`src/design/pru_pkg.sv`:
```
package pru_pkg;

  localparam int MAX_SCALE = 16;
  localparam int MAX_WIDTH = 2048;

  localparam int PIX_W  = 24;
  localparam int SCL_W  = 5;
  localparam int WID_W  = 12;
  localparam int ROWS_W = 4;
  localparam int COL_W  = (MAX_WIDTH > 1) ? $clog2(MAX_WIDTH) : 1;
  localparam int CPY_W  = $clog2(MAX_SCALE + 1);

  localparam int QDEPTH = 4;
  localparam int QPTR_W = $clog2(QDEPTH);
  localparam int QCNT_W = $clog2(QDEPTH + 1);

  localparam logic [1:0] KIND_PIXEL  = 2'd0;
  localparam logic [1:0] KIND_PAD    = 2'd1;
  localparam logic [1:0] KIND_REJECT = 2'd2;

  localparam logic OP_PUSH   = 1'b0;
  localparam logic OP_REPLAY = 1'b1;

  localparam logic REG_SCALE     = 1'b0;
  localparam logic REG_ROW_WIDTH = 1'b1;

  typedef struct packed {
    logic             op;
    logic [PIX_W-1:0] pixel_in;
  } in_item_t;

  typedef struct packed {
    logic [1:0]       kind;
    logic [PIX_W-1:0] pixel_out;
    logic [1:0]       pad_count;
    logic             row_end;
    logic             last;
  } out_item_t;

  typedef struct packed {
    logic [SCL_W-1:0] scale;
    logic [WID_W-1:0] row_width;
  } cfg_t;

  // Work item handed from the front end to the emitter.
  typedef struct packed {
    logic             reject;
    logic [PIX_W-1:0] pixel;
    logic             end_row;
    logic [CPY_W-1:0] copies;
    logic [1:0]       pad;
  } cmd_t;

  typedef enum logic [1:0] {
    SRC_PUSH,
    SRC_REPLAY,
    SRC_REJECT
  } src_t;

  function automatic logic [CPY_W-1:0] eff_scale(input logic [SCL_W-1:0] s);
    if (s == '0) begin
      return CPY_W'(1);
    end else if (int'(s) > MAX_SCALE) begin
      return CPY_W'(MAX_SCALE);
    end
    return CPY_W'(s);
  endfunction

  function automatic logic [WID_W-1:0] eff_width(input logic [WID_W-1:0] w);
    if (w == '0) begin
      return WID_W'(1);
    end else if (int'(w) > MAX_WIDTH) begin
      return WID_W'(MAX_WIDTH);
    end
    return w;
  endfunction

  // Zero bytes that pad w*s*3 bytes to a multiple of four: equals (w*s) mod 4.
  function automatic logic [1:0] row_pad(input logic [WID_W-1:0] w,
                                         input logic [CPY_W-1:0] s);
    logic [3:0] prod;
    prod = {2'b00, w[1:0]} * {2'b00, s[1:0]};
    return prod[1:0];
  endfunction

endpackage

```
`src/design/pru_back.sv`:
```
module pru_back (
  input  logic               clk,
  input  logic               rst_n,
  input  logic               q_valid,
  input  pru_pkg::cmd_t      q_rdata,
  output logic               q_pop,
  output logic               out_valid,
  input  logic               out_stall,
  output pru_pkg::out_item_t out_data
);
  import pru_pkg::*;

  logic [CPY_W-1:0] cnt_r, cnt_nxt;
  logic             out_valid_r, out_valid_nxt;
  out_item_t        out_data_r, out_data_nxt;
  logic             load;
  logic             final_copy;

  assign load       = q_valid && (!out_valid_r || !out_stall);
  assign final_copy = (cnt_r == CPY_W'(q_rdata.copies - 1'b1));

  always_comb begin
    cnt_nxt       = cnt_r;
    q_pop         = 1'b0;
    out_data_nxt  = out_data_r;
    out_valid_nxt = out_valid_r && out_stall;

    if (load) begin
      out_valid_nxt = 1'b1;
      out_data_nxt  = '0;
      if (q_rdata.reject) begin
        out_data_nxt.kind = KIND_REJECT;
        out_data_nxt.last = 1'b1;
        q_pop             = 1'b1;
      end else if (cnt_r < q_rdata.copies) begin
        out_data_nxt.kind      = KIND_PIXEL;
        out_data_nxt.pixel_out = q_rdata.pixel;
        out_data_nxt.last      = final_copy && !q_rdata.end_row;
        if (final_copy && !q_rdata.end_row) begin
          q_pop   = 1'b1;
          cnt_nxt = '0;
        end else begin
          cnt_nxt = CPY_W'(cnt_r + 1'b1);
        end
      end else begin
        // all copies out: close the row with padding
        out_data_nxt.kind      = KIND_PAD;
        out_data_nxt.pad_count = q_rdata.pad;
        out_data_nxt.row_end   = 1'b1;
        out_data_nxt.last      = 1'b1;
        q_pop                  = 1'b1;
        cnt_nxt                = '0;
      end
    end
  end

  always_ff @(posedge clk) begin
    if (!rst_n) begin
      cnt_r       <= '0;
      out_valid_r <= 1'b0;
    end else begin
      cnt_r       <= cnt_nxt;
      out_valid_r <= out_valid_nxt;
    end
  end

  always_ff @(posedge clk) begin
    out_data_r <= out_data_nxt;
  end

  assign out_valid = out_valid_r;
  assign out_data  = out_data_r;

endmodule

```
`config.mk`:
```
export PLATFORM = sky130hd
export DESIGN_NAME = pru_back
export DESIGN_NICKNAME = d
export VERILOG_FILES = /design/src/design/pru_pkg.sv /design/src/design/pru_back.sv
export SDC_FILE = /design/constraint.sdc
export NUM_CORES = 1
export LEC_CHECK = 0
export ABC_AREA = 1
export BUFFER_PORTS_ARGS = -buffer_cell sky130_fd_sc_hd__buf_2
export CORE_AREA = 2 2 73 75
export DETAILED_ROUTE_END_ITERATION = 6
export DIE_AREA = 0 0 75 77
export GPL_TIMING_DRIVEN = 0
export PLACE_DENSITY = 0.73
export SLEW_MARGIN = 20
export SYNTH_ARGS = -nofsm -noshare
export SYNTH_HDL_FRONTEND = slang
export SYNTH_SLANG_ARGS = --single-unit
```
`constraint.sdc`:
```
create_clock -name clk -period 1.9 [get_ports clk]
set_input_delay 0.095 -clock clk [delete_from_list [all_inputs] [get_ports clk]]
set_output_delay 0.095 -clock clk [all_outputs]
set_load 0.05 [all_outputs]
```
# Yosys cells after proc, flatten, opt, wreduce, memory -nomap -nowiden
# Index checks and enable logic that the tools add are counted.
# word_totals
ff_bits	36
output_inout_bits	32
wordCells	32
inputBits	37
# classes
reduce_logical	10
n_lt_le_gt_ge	1
eq_ne	1
muxes	9
addsub	2
n_bitwise	2
# ops
operator	count
5-bit 2-to-1 mux	2
1-bit 2-to-1 mux	7
5-bit by 1-bit adder with 5-bit output, second input constant	1
5-bit == test	1
5-bit less-than comparator	1
5-bit by 1-bit subtractor with 5-bit output, second input constant	1
2-bit OR reduction	2
1-bit logical AND	3
1-bit zero test	3
1-bit NOT	2
2-bit AND reduction	1
1-bit logical OR	1

# Logic depth before layout (Yosys ltp)
# logic_depth
depth_word	7
depth_mapped	13
ltp_nobuf	13

# Worst setup path before layout
# OpenSTA, ideal clock, no wires.
# synth_path
path_type	register to output
startpoint	register cnt_r[4]
endpoint	output q_pop
path_buffers	0
t_required_ns	1.805
slack_ns	-0.144
arrival_ns	1.949
path_stages_with_launch	7
cell_sequence	dfxtp_1 ha_1 nand2_2 o21bai_2 nand2_2 nor2_8 a31oi_1
# synth_between
elab_chain_cells	6
word_cells_on_any_way	7
cone_classes	1 x order compare; 1 x eq/ne; 4 x mux; 1 x reduce/logical
# synth_rtl
item	line_no	source
from (decl)	pru_back.sv:13	logic [CPY_W-1:0] cnt_r, cnt_nxt;
from (signal assigned)	pru_back.sv:62	cnt_r <= cnt_nxt;
branches (longest 3 deep; another with 5-bit less-than comparator)	-	
1-bit 2-to-1 mux (*)	pru_back.sv:35	end else if (cnt_r < q_rdata.copies) begin
1-bit 2-to-1 mux (*)	pru_back.sv:31	if (q_rdata.reject) begin
1-bit 2-to-1 mux (*)	pru_back.sv:28	if (load) begin
to (decl)	pru_back.sv:6	output logic q_pop,
# Every way passes the cells marked *.

# Worst setup path after layout
# Ends and elaborated chain as after synthesis.

==> flow_summary.yaml <==
die:
  pin_count: 69
  dieArea_mm2: 0.005775
  start_util_pct: 38.54
  fp.dieH_um: 77
  rows: 26
  fp.dieW_um: 75
  core_area_mm2: 0.004977
drt:
  num_vias: 1335
  routed_wl_mm: 3.386
  drcViolationCount: 0
  avgRoutedWirePerCell_um: 10.23
  ant_nets: 0
  avgViaCountPerCell: 4.033
  drt_pass1_iterations: 3
  dr.first_iter.drc_count: 59
worst_setup_path:
  r2r-end: "out_data[11]"
  ff2ff_path_depth: 9
  end_kind: "primary output"
  r2r-start: "cnt_r[4]"
  cp.required_ns: 1.80
  start_kind: "flop"
  crit_fanout: 5
  arrival_ns: 1.72
  ff2ff_setup_slack_ns: 0.11
  crit_type: "flop to primary output"
clock_tree:
  path_clk_slew_ns: 0.07
  cts_tree: "done"
  clock_latency_ns: 0.28
  postCtsHoldBufs: 0
  clock_path_buffers: 2
  cts_made_buffers: 5
  cts-htree-levels: 2
  clock_sinks: 35
  clockRootBuffer: "clkbuf_8"
placed_design:
  portBuffers: 68
  place.gp.congestion: 0.7477
  post-dp-hpwl_mm: 2.563
logic_synthesis:
  avgSynthCellArea_um2: 10.72
  ys_seq_elements: 35
  yosysWarnings: 0
  synthCells: 179
  yosysSeqAreaShare_pct: 51.66
  ys.flop_type: "edfxtp_1"
  async_flop_share_pct: 0
  synth_edf_count: 29
  syn_nets: 223
  ys_types: 25
  synth_area_mm2: 0.001918
global_routing:
  grt_antenna_before_repair: 0
  overflow: 0
  met1_usage_pct: 14.15
  gr-usage-met2_pct: 21.93
  grt_pass1_wl_mm: 5.575
  grt_pass1_vias: 1310
  gr-usage-met3_pct: 3.285
  grt_usage_pct: 12.84
  grt_start_max_net_pins: 30
  grt.busiest_layer: "met2"
timing:
  rsz0062_at_grt: "false"
  relSlewSlack_pct: 59.43
  slew_viol_final: 0
  final-setup-viol-count: 0
  fmax_mhz: 551.3
  period_needed_ns: 1.814
  fin_worst_skew_ns: 0.003545
  worst_pin_slew_ns: 0.6073
  min_period_over_period_pct: 95.46
  hold_violations: 0
final_layout:
  register_area_um2: 996.0
  antenna_cells: 0
  multi_input_area_um2: 768.2
  postLayoutCoreUtil_pct: 51.13
  syn2layout_area_growth_pct: 32.68
  num-fill-cells: 458
  final_layout_size_suffix_gt1_share_pct: 52.11
  layout.nets: 304
power_and_ir_drop:
  leakage_nw: 1.209
  vdd_drop_max_mv: 0.3484
  power_density_mw_per_mm2: 727.1
  finalPower_mw: 1.850
job:
  cap_violations: 0
hold_path:
  worstHoldStart: "q_valid"
  worst_hold_path_type: "primary input to flop"
  min_path_cells: 3
  whs_endpoint: "out_valid"
outcome:
  status: "completed"
## worst max-delay path: stages, from the launching register on
cell	delay [ns]
dfxtp_2	0.37
ha_4	0.28
nand2_2	0.07
o21bai_2	0.20
nand2_2	0.11
nor2_8	0.06
a31oi_4	0.17
buf_6	0.18
## logic make-up (layout without fill, tap and decap cells)
logic type                 after synthesis  in the layout  share of synthesized area (%)
buffers and inverters                   46            128                          10.89
muxes                                    1              1                         0.5870
xor gates and xnor gates                 4              4                          1.826
DFF                                     35             35                          51.66
adders and majority gates                7              7                          4.566
AOI/OAI and AO/OA                        4              4                          1.566
and+or+nand+nor                         82             82                          28.90
## through the flow
stage / std cells / hold WS, ns / setup TNS (ns) / worst slack (ns) / area [µm²]
after floorplan: 179 / 0.1939 / 0 / 0.1839 / 1924
after global placement: 317 / 0.3602 / 0 / 0.1458 / 2352
after detailed placement: 317 / 0.3786 / 0 / 0.1058 / 2352
after CTS: 327 / 0.07313 / -0.03542 / -0.03542 / 2476
after global routing: 331 / 0.1040 / 0 / 0.007666 / 2545
final: 331 / 0.07570 / 0 / 0.08624 / 2545
## state kept, by name, indices dropped and copies added (netlist names)
| signal | flops |
|---|---|
| cnt_r | 5 |
| out_valid | 1 |
| out_data | 29 |
## layout by cell type, fill, tap and decap left out, drive strengths merged
cell and instances:
nor3 1, clkinv 1, nand4 2, edfxtp 29, nand3 2, a21boi 1
clkbuf 5, a31oi 1, xor2 4, inv 42, mux2 1, clkinvlp 3
nor2 44, nand2 32, o21bai 1, buf 77, dfxtp 6, ha 7
nand3b 1, a21oi 1
## cell usage after synthesis (3+ instances only)
library cell,count,area [µm²]
inv_1,41,153.9
nor2_1,15,56.30
ha_1,7,87.58
nor2_4,21,236.5
dfxtp_1,6,120.1
edfxtp_1,29,870.8
nand2_1,27,101.4
nor2_2,7,43.79
xor2_1,4,35.03
nand2_2,3,18.77
## power breakdown
group	leakage (nW)	internal, mW	switching [mW]	total, mW
logic	0.829	0.128	0.299	0.427
clock network	0.0402	0.255	0.274	0.529
registers	0.340	0.883	0.0122	0.895
## how the worst max path moves through the flow
stage | slack [ns] | to | from
floorplan | 0.18 | out_data[0] | out_valid
global placement | 0.15 | q_pop | cnt_r[0]
detailed placement | 0.11 | q_pop | cnt_r[0]
CTS | -0.04 | q_pop | cnt_r[0]
global route | 0.008 | q_pop | cnt_r[0]
finish | 0.09 | q_pop | cnt_r[4]
## area by class of cell
| type | count | share of cell area, % |
|---|---|---|
| buffer | 3 | 1.868 |
| clock buffer | 5 | 2.704 |
| clock inverter | 3 | 0.7866 |
| inverter | 43 | 6.490 |
| multi-input combinational | 98 | 30.19 |
| sequential | 35 | 39.13 |
| tap | 70 | 3.441 |
| timing repair buffer | 74 | 15.39 |
## what timing repair did
| action | 4_1_cts | 5_1_grt |
|---|---|---|
| pin swaps | 8 | 5 |
| gates resized for setup | 5 | 10 |
| setup buffers | 2 | 4 |
| endpoints found under the hold margin | 0 | 0 |
| endpoints found under the setup margin | 1 | 30 |
## per-layer routing
layer	share of wire, %	up-vias
met5	0	-
met4	1.0	0
met3	5.4	4
met2	53	37
met1	40	589
li1	-	705
(Power assumes the default switching activity.)
