===== config.mk =====
export PLATFORM = sky130hd
export DESIGN_NAME = pru_queue
export DESIGN_NICKNAME = d
export VERILOG_FILES = /design/src/design/pru_pkg.sv /design/src/design/pru_queue.sv
export SDC_FILE = /design/constraint.sdc
export NUM_CORES = 1
export LEC_CHECK = 0
export BUFFER_PORTS_ARGS = -buffer_cell sky130_fd_sc_hd__buf_2
export CAP_MARGIN = 20
export CORE_MARGIN = 2
export CORE_UTILIZATION = 45
export DETAILED_ROUTE_END_ITERATION = 7
export GPL_TIMING_DRIVEN = 1
export PLACE_DENSITY = 0.77
export SLEW_MARGIN = 10
export SYNTH_ARGS = -nofsm -noshare
export SYNTH_HDL_FRONTEND = slang
export SYNTH_SLANG_ARGS = --single-unit

===== constraint.sdc =====
create_clock -name clk -period 1.7 [get_ports clk]
set_input_delay 0 -clock clk [delete_from_list [all_inputs] [get_ports clk]]
set_output_delay 0 -clock clk [all_outputs]
set_load 0.02 [all_outputs]

===== src/design/pru_pkg.sv =====
package pru_pkg;

  localparam int MAX_SCALE = 16;
  localparam int MAX_WIDTH = 2048;

  localparam int PIX_W  = 24;
  localparam int SCL_W  = 5;
  localparam int WID_W  = 12;
  localparam int ROWS_W = 4;
  localparam int COL_W  = (MAX_WIDTH > 1) ? $clog2(MAX_WIDTH) : 1;
  localparam int CPY_W  = $clog2(MAX_SCALE + 1);

  localparam int QDEPTH = 4;
  localparam int QPTR_W = $clog2(QDEPTH);
  localparam int QCNT_W = $clog2(QDEPTH + 1);

  localparam logic [1:0] KIND_PIXEL  = 2'd0;
  localparam logic [1:0] KIND_PAD    = 2'd1;
  localparam logic [1:0] KIND_REJECT = 2'd2;

  localparam logic OP_PUSH   = 1'b0;
  localparam logic OP_REPLAY = 1'b1;

  localparam logic REG_SCALE     = 1'b0;
  localparam logic REG_ROW_WIDTH = 1'b1;

  typedef struct packed {
    logic             op;
    logic [PIX_W-1:0] pixel_in;
  } in_item_t;

  typedef struct packed {
    logic [1:0]       kind;
    logic [PIX_W-1:0] pixel_out;
    logic [1:0]       pad_count;
    logic             row_end;
    logic             last;
  } out_item_t;

  typedef struct packed {
    logic [SCL_W-1:0] scale;
    logic [WID_W-1:0] row_width;
  } cfg_t;

  // Work item handed from the front end to the emitter.
  typedef struct packed {
    logic             reject;
    logic [PIX_W-1:0] pixel;
    logic             end_row;
    logic [CPY_W-1:0] copies;
    logic [1:0]       pad;
  } cmd_t;

  typedef enum logic [1:0] {
    SRC_PUSH,
    SRC_REPLAY,
    SRC_REJECT
  } src_t;

  function automatic logic [CPY_W-1:0] eff_scale(input logic [SCL_W-1:0] s);
    if (s == '0) begin
      return CPY_W'(1);
    end else if (int'(s) > MAX_SCALE) begin
      return CPY_W'(MAX_SCALE);
    end
    return CPY_W'(s);
  endfunction

  function automatic logic [WID_W-1:0] eff_width(input logic [WID_W-1:0] w);
    if (w == '0) begin
      return WID_W'(1);
    end else if (int'(w) > MAX_WIDTH) begin
      return WID_W'(MAX_WIDTH);
    end
    return w;
  endfunction

  // Zero bytes that pad w*s*3 bytes to a multiple of four: equals (w*s) mod 4.
  function automatic logic [1:0] row_pad(input logic [WID_W-1:0] w,
                                         input logic [CPY_W-1:0] s);
    logic [3:0] prod;
    prod = {2'b00, w[1:0]} * {2'b00, s[1:0]};
    return prod[1:0];
  endfunction

endpackage


===== src/design/pru_queue.sv =====
module pru_queue (
  input  logic                      clk,
  input  logic                      rst_n,
  input  logic                      push,
  input  pru_pkg::cmd_t             wdata,
  input  logic                      pop,
  output pru_pkg::cmd_t             rdata,
  output logic                      not_empty,
  output logic [pru_pkg::QCNT_W-1:0] level
);
  import pru_pkg::*;

  cmd_t              slot_r [QDEPTH];
  logic [QPTR_W-1:0] wr_ptr_r, wr_ptr_nxt;
  logic [QPTR_W-1:0] rd_ptr_r, rd_ptr_nxt;
  logic [QCNT_W-1:0] count_r, count_nxt;

  // push is held off upstream when full; pop only when not empty
  always_comb begin
    wr_ptr_nxt = push ? QPTR_W'(wr_ptr_r + 1'b1) : wr_ptr_r;
    rd_ptr_nxt = pop ? QPTR_W'(rd_ptr_r + 1'b1) : rd_ptr_r;
    count_nxt  = count_r;
    if (push && !pop) begin
      count_nxt = QCNT_W'(count_r + 1'b1);
    end else if (pop && !push) begin
      count_nxt = QCNT_W'(count_r - 1'b1);
    end
  end

  always_ff @(posedge clk) begin
    if (!rst_n) begin
      wr_ptr_r <= '0;
      rd_ptr_r <= '0;
      count_r  <= '0;
    end else begin
      wr_ptr_r <= wr_ptr_nxt;
      rd_ptr_r <= rd_ptr_nxt;
      count_r  <= count_nxt;
    end
  end

  always_ff @(posedge clk) begin
    if (push) begin
      slot_r[wr_ptr_r] <= wdata;
    end
  end

  assign rdata     = slot_r[rd_ptr_r];
  assign not_empty = (count_r != '0);
  assign level     = count_r;

endmodule


# After elaboration in Yosys (flattened, before gate mapping)
# Memory sizes are Yosys's and may differ from the RTL's. A register that Yosys moved wholly into a read port is not among the register bits.
# Index checks and enable logic that the tools add are counted.
# word_totals
register_bits	7
mem_bits_rw	132
inputBits	37
output_inout_bits	37
wordCells	20
n_memories	1
# memory_table
name	depth	word_bits	rd	rd_ports_with_merged_regs	wr	line_no	source
slot_r	4	33	1	1	1	pru_queue.sv:13	cmd_t slot_r [QDEPTH];
# op_classes
addsub	4
n_mux	6
reduce_logical	6
# op_table
op	n
$mux 3	2
$add 2x1->2 const B	2
$mux 2	2
$add 3x1->3 const B	1
$reduce_bool 3->1	1
$sub 3x1->3 const B	1
$logic_and 1x1->1	2
$logic_not 1->1	2
$mux 1	2
$reduce_bool 2->1	1

# Logic depth before layout (Yosys ltp)
# Gate-level depths: netlist (run 1).
# depth
word_depth	4
depth_mapped	7
mapped_depth_nobuf	7

# Least setup slack after synthesis (run 1)
# Ideal clock, no wire load.
# synth_path
kind	register to register
startpoint	reg wr_ptr_r[0]
endpoint	mem slot_r[2][0] (netlist name) (enable)
setup_ns	0.393
arrival_ns	1.352
t_required_ns	1.307
path_slack_ns	-0.046
stages_incl_launch_ff	4
path_buffers	0
synth_period_minus_slack_ns	1.746
path_cell_list	dfxtp_1 inv_1 ha_1 and2_1
# synth_lines
element	line_no	source
start, declared	pru_queue.sv:14	logic [QPTR_W-1:0] wr_ptr_r, wr_ptr_nxt;
start signal, assigned	pru_queue.sv:36	wr_ptr_r <= wr_ptr_nxt;
end, declared	pru_queue.sv:13	
# Straight into the memory's write port.

==> results of run 1 <==
-- critical path, cell delays in order (launching register included) --
cell	delay, ps
dfxtp_4	420
buf_12	160
mux4_1	540
buf_2	180
-- power by group --
group	switching, W	internal, W	total (W)
logic	0.000541	0.000529	0.00107
clock network	0.00131	0.00213	0.00344
registers	0.0000589	0.00398	0.00404
-- metal layers --
metal | vias to the layer above | share of wire (%) | track usage, %
met2 | 79 | 49 | 24.1
met4 | 0 | 0.56 | 3.90
met3 | 4 | 5.4 | 6.48
met5 | - | 0 | 0
li1 | 1163 | - | -
met1 | 1270 | 45 | 19.4
-- registers in the layout (all words and copies together) (netlist names), named ones only --
register  count
level         3
rd_ptr_r      2
wr_ptr_r      2
slot_r      132
-- through the flow --
| step | util, % | hold slack, ps | setup TNS [ps] |
|---|---|---|---|
| floorplan | - | 98.9 | 0 |
| global placement | 51.0 | 211 | 0 |
| detailed placement | 51.0 | 220 | 0 |
| CTS | 59.1 | 324 | -169 |
| global route | 60.3 | 330 | -1010 |
| finish | 60.3 | 334 | -4.59 |
-- cells in the final DEF (no fill, tap or decap), types with 2 or more instances in the layout --
| cell | n |
|---|---|
| ha_1 | 4 |
| clkinv_1 | 3 |
| or3_1 | 2 |
| buf_2 | 55 |
| and2_1 | 5 |
| mux2i_1 | 2 |
| dfxtp_1 | 7 |
| xnor2_1 | 2 |
| nor2b_1 | 2 |
| buf_12 | 2 |
| inv_1 | 4 |
| buf_4 | 10 |
| clkbuf_16 | 18 |
| edfxtp_1 | 132 |
| bufinv_16 | 2 |
| mux4_2 | 32 |
| clkinvlp_4 | 4 |
| and2_2 | 4 |
| clkinv_2 | 3 |
| xor2_1 | 3 |
| dlygate4sd3_1 | 36 |
| buf_6 | 17 |
-- final cells by class --
| type | count | area, um^2 | area share [%] |
|---|---|---|---|
| Tap cell | 143 | 179 | 2.60 |
| Sequential cell | 141 | 4150 | 60.3 |
| Multi-Input combinational cell | 62 | 998 | 14.5 |
| Inverter | 4 | 15.0 | 0.218 |
| Clock inverter | 13 | 125 | 1.82 |
| Clock buffer | 18 | 429 | 6.23 |
| Timing Repair Buffer | 123 | 990 | 14.4 |
-- how the worst max path moves through the flow --
stage                     startpoint        end  cells after the start
final                           flop  rdata[22]                      3
after global routing            flop  rdata[22]                      3
after CTS                       flop  rdata[22]                      3
after detailed placement        push   level[2]                      7
after global placement          push   level[2]                      7
after floorplan             level[0]   level[2]                      4
-- repair_timing --
item,in CTS,in global routing
endpoints found under the setup margin,17,27
gates cloned,0,1
hold endpoints to repair,141,0
resized for setup,8,38
hold buffers,36,0
-- cells by family after synthesis --
group / synth area share, %
AOI/OAI and AO/OA: 0.238
adders and majority gates: 1.57
DFF: 79.0
muxes: 14.8
buffers and inverters: 2.00
and+or+nand+nor: 1.62
xor gates and xnor gates: 0.835
==> results.py, run 1 <==
metrics = {
    "run_status": {
        "status": "finished with violations",
        "violations": "negative setup slack",
    },
    "clocking": {
        "clk_latency_ps": 410,
        "root_buffer": "clkbuf_16",
        "clk_path_buf_depth": 2,
        "cts_tree": "built",
        "clk_pin_slew_ps": 60,
        "cts_setup_buffers": 0,
        "cts_num_sinks": 141,
        "numCtsBuffers": 17,
        "ctsHtreeMaxLevel": 4,
    },
    "worst_setup_path": {
        "crit_required_ps": 1700,
        "rrSetupSlack_ps": 210,
        "startpoint_type": "flop",
        "r2r_start": "level[0]",
        "crit_fanout": 9,
        "end_kind": "output pin",
        "critPathArrivalTime_ps": 1700,
        "critPathKind": "reg -> out",
        "r2r_end": "level[2]",
        "reg2regPathDepth": 4,
    },
    "placement": {
        "place_congestion": 0.697,
        "dp_cells": 436,
        "dp_hpwl_um": 5410,
        "preCtsSetupSlack_ps": 142,
        "port_buffers": 73,
        "dpl-instance-area_mm2": 0.00582,
    },
    "timing": {
        "final-setup-viol-count": 1,
        "hold_viol_final": 0,
        "maxSlewViolCount": 0,
        "fin_crit_ps": 1700,
        "finalWorstSetupSlack_ps": -4.59,
        "worst_pin_slew_ps": 307,
        "slew_headroom_pct": 79.5,
        "clock_skew_ps": 7.11,
        "fmax_mhz": 587,
        "rsz0062_at_grt": "true",
        "post-route-period-util_pct": 100,
    },
    "logic_synthesis": {
        "synth_most_common_cell": "edfxtp_1",
        "synth_top_area_cell": "edfxtp_1",
        "synthArstFlopShare_pct": 0,
        "ys_types": 20,
        "yosys_warnings": 0,
        "syn_area_mm2": 0.00525,
        "synth-edff-count": 132,
        "syn_nets": 258,
        "synth_seq_cells": 141,
        "synth-main-ff-cell": "edfxtp_1",
        "ys_top_cells_by_count": "edfxtp_1 (132), mux4_2 (30), and2_1 (9), dfxtp_1 (9), ha_1 (5)",
        "synth_top_area_share_pct": 75.5,
        "avgSynthCellArea_um2": 24.4,
        "ys_top_cells_by_area": "edfxtp_1 (76%), mux4_2 (13%), dfxtp_1 (3.4%), mux4_1 (1.5%), ha_1 (1.2%)",
        "synth_cells": 215,
        "ys_seq_area_share_pct": 79.0,
    },
    "hold_path": {
        "hold_path_end": "slot_r[2][30]",
        "min_path_type": "in -> reg",
        "min_path_cells": 2,
        "min-delay-start": "wdata[30]",
    },
    "grt": {
        "grt_pass1_wl_um": 13800,
        "grt_usage_pct": 15.1,
        "grt_max_degree": 21,
        "antenna_found_initial": 0,
        "grt_overflow": 0,
        "grt_pass1_vias": 2570,
    },
    "drt": {
        "ant_nets": 0,
        "drtIter0Drc": 107,
        "via_per_inst": 4.99,
        "drt_drc_violations_left": 0,
        "vias": 2516,
        "firstDrtPassIters": 5,
        "wl_per_cell_um": 18.1,
        "wirelength_um": 9140,
    },
    "pwr": {
        "leakage_nw": 2.43,
        "total_power_w": 0.00855,
        "ir_worst_vdd_v": 0.000795,
        "power.density_mw_per_mm2": 1240,
    },
    "die": {
        "io_pins": 74,
        "fp.dieW_um": 112,
        "die_area_mm2": 0.0125,
        "core_mm2": 0.0114,
        "die_y_um": 112,
        "rows": 39,
        "start_util_pct": 46.0,
    },
    "flow_run": {
        "maxCapViolCount": 0,
    },
    "layout": {
        "fillers": 853,
        "diodes": 0,
        "layout.cells.non_filler": 504,
        "areaGrowthSynthToFinish_pct": 31.2,
        "layout-drive-gt1-share_pct": 42.4,
        "final_cell_area_mm2": 0.00689,
        "fin_nets": 392,
    },
}
Power figures use the tool's default switching activity.
==> run 2: changes to the inputs <==
--- a/config.mk
+++ b/config.mk
@@ -12,6 +12,7 @@
 export DETAILED_ROUTE_END_ITERATION = 7
 export GPL_TIMING_DRIVEN = 1
 export PLACE_DENSITY = 0.77
+export RECOVER_POWER = 100
 export SLEW_MARGIN = 10
 export SYNTH_ARGS = -nofsm -noshare
 export SYNTH_HDL_FRONTEND = slang
==> run 2 against run 1 <==
The run now ends clean. Setup slack better by 5.3 ps. Via count fell by 0.64%. Die area stayed put. Non-clock buffer count is the same. Register-to-register slack worse by 80 ps. Sequential share of layout area is 0.61 points higher. Largest power group unchanged. Combinational power is essentially flat. Highest routed layer unchanged. Largest cell class unchanged. Final cell count is the same. Wire length is 1.0% lower. Core utilization fell by 0.60 points. Critical path depth stayed put.
==> results.py, run 2 (same netlist as run 1, synthesis figures left out) <==
metrics = {
    "drt": {
        "wirelength_um": 9050,
        "via_per_inst": 4.96,
        "drt_drc_violations_left": 0,
        "firstDrtPassIters": 4,
        "drtIter0Drc": 139,
        "vias": 2500,
        "ant_nets": 0,
        "wl_per_cell_um": 17.9,
    },
    "clocking": {
        "ctsHtreeMaxLevel": 4,
        "clk_latency_ps": 410,
        "cts_num_sinks": 141,
        "numCtsBuffers": 17,
        "clk_pin_slew_ps": 60,
        "clk_path_buf_depth": 2,
        "cts_tree": "built",
        "root_buffer": "clkbuf_16",
    },
    "die": {
        "fp.dieW_um": 112,
        "core_mm2": 0.0114,
        "die_y_um": 112,
        "start_util_pct": 46.0,
        "die_area_mm2": 0.0125,
        "rows": 39,
        "io_pins": 74,
    },
    "worst_setup_path": {
        "crit_required_ps": 1700,
        "critPathArrivalTime_ps": 1700,
        "end_kind": "output pin",
        "critPathKind": "reg -> out",
        "crit_fanout": 9,
        "startpoint_type": "flop",
        "reg2regPathDepth": 4,
    },
    "timing": {
        "post-route-period-util_pct": 100,
        "rsz0062_at_grt": "true",
        "setup-tns-final_ps": 0,
        "fin_crit_ps": 1700,
        "hold_viol_final": 0,
        "slew_headroom_pct": 64.0,
        "worst_pin_slew_ps": 540,
        "fmax_mhz": 588,
        "final-setup-viol-count": 0,
        "finalWorstSetupSlack_ps": 0.742,
        "maxSlewViolCount": 0,
        "clock_skew_ps": 4.48,
    },
    "layout": {
        "regArea_mm2": 0.00415,
        "layout-drive-gt1-share_pct": 31.9,
        "diodes": 0,
        "fillers": 882,
        "areaGrowthSynthToFinish_pct": 29.9,
        "regMostFlops": "slot_r",
        "final_cell_mix": "edfxtp_1 (132), clkbuf_1 (38), dlygate4sd3_1 (36)",
        "largest_reg_flops": 132,
        "multi_input_area_um2": 996,
        "final_common_cell": "edfxtp_1",
        "fin_nets": 392,
    },
    "hold_path": {
        "min_path_type": "in -> reg",
        "min_path_cells": 2,
    },
    "run_status": {
        "status": "finished clean",
    },
    "flow_run": {
        "maxCapViolCount": 0,
    },
    "pwr": {
        "ir_worst_vdd_v": 0.000793,
        "power.density_mw_per_mm2": 1250,
        "leakage_nw": 2.32,
        "total_power_w": 0.00852,
    },
    "placement": {
        "dp_hpwl_um": 5410,
        "place_congestion": 0.697,
        "preCtsSetupSlack_ps": 142,
        "port_buffers": 73,
    },
    "grt": {
        "antenna_found_initial": 0,
        "grt_max_degree": 21,
        "grt_pass1_vias": 2570,
        "grt_usage_pct": 15.1,
        "grt_pass1_wl_um": 13800,
        "grt_overflow": 0,
    },
}
## run 2: changes by cell type in the layout (fill, tap and decap cells not counted)
| cell | delta |
|---|---|
| and2_0 | +4 |
| buf_2 | -37 |
| clkbuf_2 | +8 |
| ha_2 | -1 |
| and2_1 | -4 |
| ha_1 | +1 |
| clkbuf_1 | +37 |
| buf_4 | -8 |
## run 2: final cells by class
class | instances | share of cell area (%)
repair buffers | 123 | 13.5
clock buffers | 18 | 6.30
clock inverters | 13 | 1.84
multi-input cells | 62 | 14.6
well taps | 143 | 2.62
inverters | 4 | 0.220
flip-flops and latches | 141 | 60.9
## run 2: through the flow
| step | instances | hold WS [ps] | utilization [%] | area, um^2 |
|---|---|---|---|---|
| detailed placement | 436 | 220 | 51.0 | 5820 |
| global route | 504 | 394 | 59.7 | 6820 |
| CTS | 503 | 324 | 59.1 | 6750 |
| global placement | 436 | 211 | 51.0 | 5820 |
| floorplan | 215 | 98.9 | - | 5250 |
| finish | 504 | 389 | 59.7 | 6820 |
## run 2: worst max-delay path, cell delays in order (launching register included)
cell	delay [ps]
dfxtp_4	410
buf_12	160
mux4_1	550
buf_2	180
## run 2: layer usage
metal  part of all wire (%)  global-route usage [%]
met5                      0                       0
met4                   0.32                    3.90
met3                    5.0                    6.48
met2                     50                    24.1
met1                     44                    19.4
## run 2: where the power goes
group / total [W] / switching, W / internal [W] / leakage [nW]
clock network: 0.00343 / 0.00131 / 0.00213 / 0.260
registers: 0.00404 / 0.0000591 / 0.00399 / 1.29
logic: 0.00104 / 0.000540 / 0.000504 / 0.769
total: 0.00852 / 0.00191 / 0.00662 / 2.32
## run 2: worst paths after layout
kind | start | to | slack (ps)
worst max-delay path | flop | rdata[22] | 0.7
worst min-delay path | wdata[30] | slot_r[1][30] | 390
worst max register to register | wr_ptr_r[0] | slot_r[0][24] | 130
worst min register to register | level[2] | level[2] | 500
## run 2: what timing repair did
item,4_1_cts,5_1_grt
endpoints found under the hold margin,141,0
gates cloned,0,1
hold buffers,36,0
gates resized for setup,8,38
buffers inserted,0,0
endpoints found under the setup margin,17,27
==> run 3: changes to the inputs <==
--- a/config.mk
+++ b/config.mk
@@ -9,6 +9,7 @@
 export CAP_MARGIN = 20
 export CORE_MARGIN = 2
 export CORE_UTILIZATION = 45
+export CTS_BUF_LIST = sky130_fd_sc_hd__clkbuf_4
 export DETAILED_ROUTE_END_ITERATION = 7
 export GPL_TIMING_DRIVEN = 1
 export PLACE_DENSITY = 0.77
==> run 3 against run 2 <==
The flow now finishes with violations (negative setup slack). Setup slack worse by 120 ps. Combinational power is 9% higher. Final cell count is 0.20% higher. Sequential power hardly changed. Non-clock buffer count is 1 higher. Sequential cell count stayed put. Clock-buffer cell count stayed put. Highest routed layer unchanged.
==> results.py, run 3 (same netlist as run 1, synthesis figures left out) <==
metrics = {
    "pwr": {
        "leakage_nw": 2.23,
        "power.density_mw_per_mm2": 1080,
        "ir_worst_vdd_v": 0.000504,
        "total_power_w": 0.00716,
    },
    "grt": {
        "grt_pass1_vias": 2589,
        "grt_overflow": 0,
        "antenna_found_initial": 0,
        "grt_pass1_wl_um": 13700,
        "grt_usage_pct": 15.0,
        "grt_max_degree": 21,
    },
    "clocking": {
        "ctsHtreeMaxLevel": 4,
        "cts_tree": "built",
        "clk_latency_ps": 520,
        "root_buffer": "clkbuf_4",
        "numCtsBuffers": 17,
        "cts_num_sinks": 141,
        "clk_path_buf_depth": 2,
        "clk_pin_slew_ps": 120,
    },
    "die": {
        "fp.dieW_um": 112,
        "die_area_mm2": 0.0125,
        "core_mm2": 0.0114,
        "start_util_pct": 46.0,
        "die_y_um": 112,
        "rows": 39,
        "io_pins": 74,
    },
    "layout": {
        "fin_nets": 393,
        "layout-drive-gt1-share_pct": 32.0,
        "final_common_cell": "edfxtp_1",
        "regMostFlops": "slot_r",
        "areaGrowthSynthToFinish_pct": 26.5,
        "final_cell_area_mm2": 0.00664,
        "multi_input_area_um2": 996,
        "diodes": 0,
        "regArea_mm2": 0.00415,
        "largest_reg_flops": 132,
        "fillers": 902,
        "final_cell_mix": "edfxtp_1 (132), clkbuf_1 (38), dlygate4sd3_1 (36)",
    },
    "timing": {
        "clock_skew_ps": 10.6,
        "worst_pin_slew_ps": 539,
        "slew_headroom_pct": 64.1,
        "maxSlewViolCount": 0,
        "rsz0062_at_grt": "true",
        "fin_crit_ps": 1820,
        "hold_viol_final": 0,
        "final-setup-viol-count": 33,
        "fmax_mhz": 549,
        "post-route-period-util_pct": 107,
        "finalWorstSetupSlack_ps": -122,
    },
    "flow_run": {
        "maxCapViolCount": 0,
    },
    "placement": {
        "preCtsSetupSlack_ps": 142,
        "port_buffers": 73,
        "dpl-instance-area_mm2": 0.00582,
        "dp_hpwl_um": 5410,
        "place_congestion": 0.697,
    },
    "drt": {
        "vias": 2515,
        "wl_per_cell_um": 17.9,
        "drt_drc_violations_left": 0,
        "via_per_inst": 4.98,
        "drtIter0Drc": 152,
        "firstDrtPassIters": 4,
        "ant_nets": 0,
        "wirelength_um": 9030,
    },
    "run_status": {
        "status": "finished with violations",
        "violations": "negative setup slack",
    },
    "worst_setup_path": {
        "end_kind": "output pin",
        "r2r_start": "wr_ptr_r[0]",
        "critPathArrivalTime_ps": 1820,
        "critPathKind": "reg -> out",
        "startpoint_type": "flop",
        "crit_required_ps": 1700,
        "crit_fanout": 5,
    },
    "hold_path": {
        "min-delay-start": "wdata[0]",
        "min_path_type": "in -> reg",
    },
}
## run 3: per-layer routing
metal | GRT usage [%] | routed length [um] | share of wire (%)
met1 | 19.2 | 4100 | 45
met2 | 24.1 | 4470 | 49
met3 | 5.44 | 375 | 4.2
met4 | 5.37 | 85 | 0.94
met5 | 0 | 0 | 0
## run 3: layout make-up
class,instances,share of cell area (%)
clock buffers,18,2.04
clock inverters,13,1.89
inverters,4,0.226
multi-input cells,62,15.0
repair buffers,124,15.6
flip-flops and latches,141,62.5
well taps,143,2.70
## run 3: worst paths after layout
check                  endpoint  slack, ps  depth (start not counted)
setup / recovery      rdata[22]       -120                          3
hold / removal     slot_r[1][0]        270                          2
setup reg to reg  slot_r[2][24]        100                          4
hold reg to reg        level[2]        510                          2
## run 3: critical path, stage by stage, from the launching register on
cell,delay [ps]
dfxtp_4,450
buf_12,150
mux4_1,540
buf_2,180
## run 3: stage by stage
step | TNS (ps) | hold slack [ps] | std cells | utilization (%)
3_5_place_dp | 0 | 220 | 436 | 51.0
4_1_cts | -5190 | 172 | 505 | 58.3
5_1_grt | -6780 | 240 | 505 | 58.1
3_3_place_gp | 0 | 211 | 436 | 51.0
2_1_floorplan | 0 | 98.9 | 215 | -
6_report | -2940 | 265 | 505 | 58.1
## run 3: repair_timing
action,in CTS,in global routing
hold buffers,36,0
cloned,1,1
resized for setup,57,17
endpoints found under the setup margin,33,33
endpoints found under the hold margin,141,0
buffers inserted,1,0
## run 3: power by group
group / leakage [nW] / internal (W) / switching, W
Sequential: 1.29 / 0.00398 / 0.0000600
Combinational: 0.807 / 0.000577 / 0.000554
Clock: 0.133 / 0.000860 / 0.00113
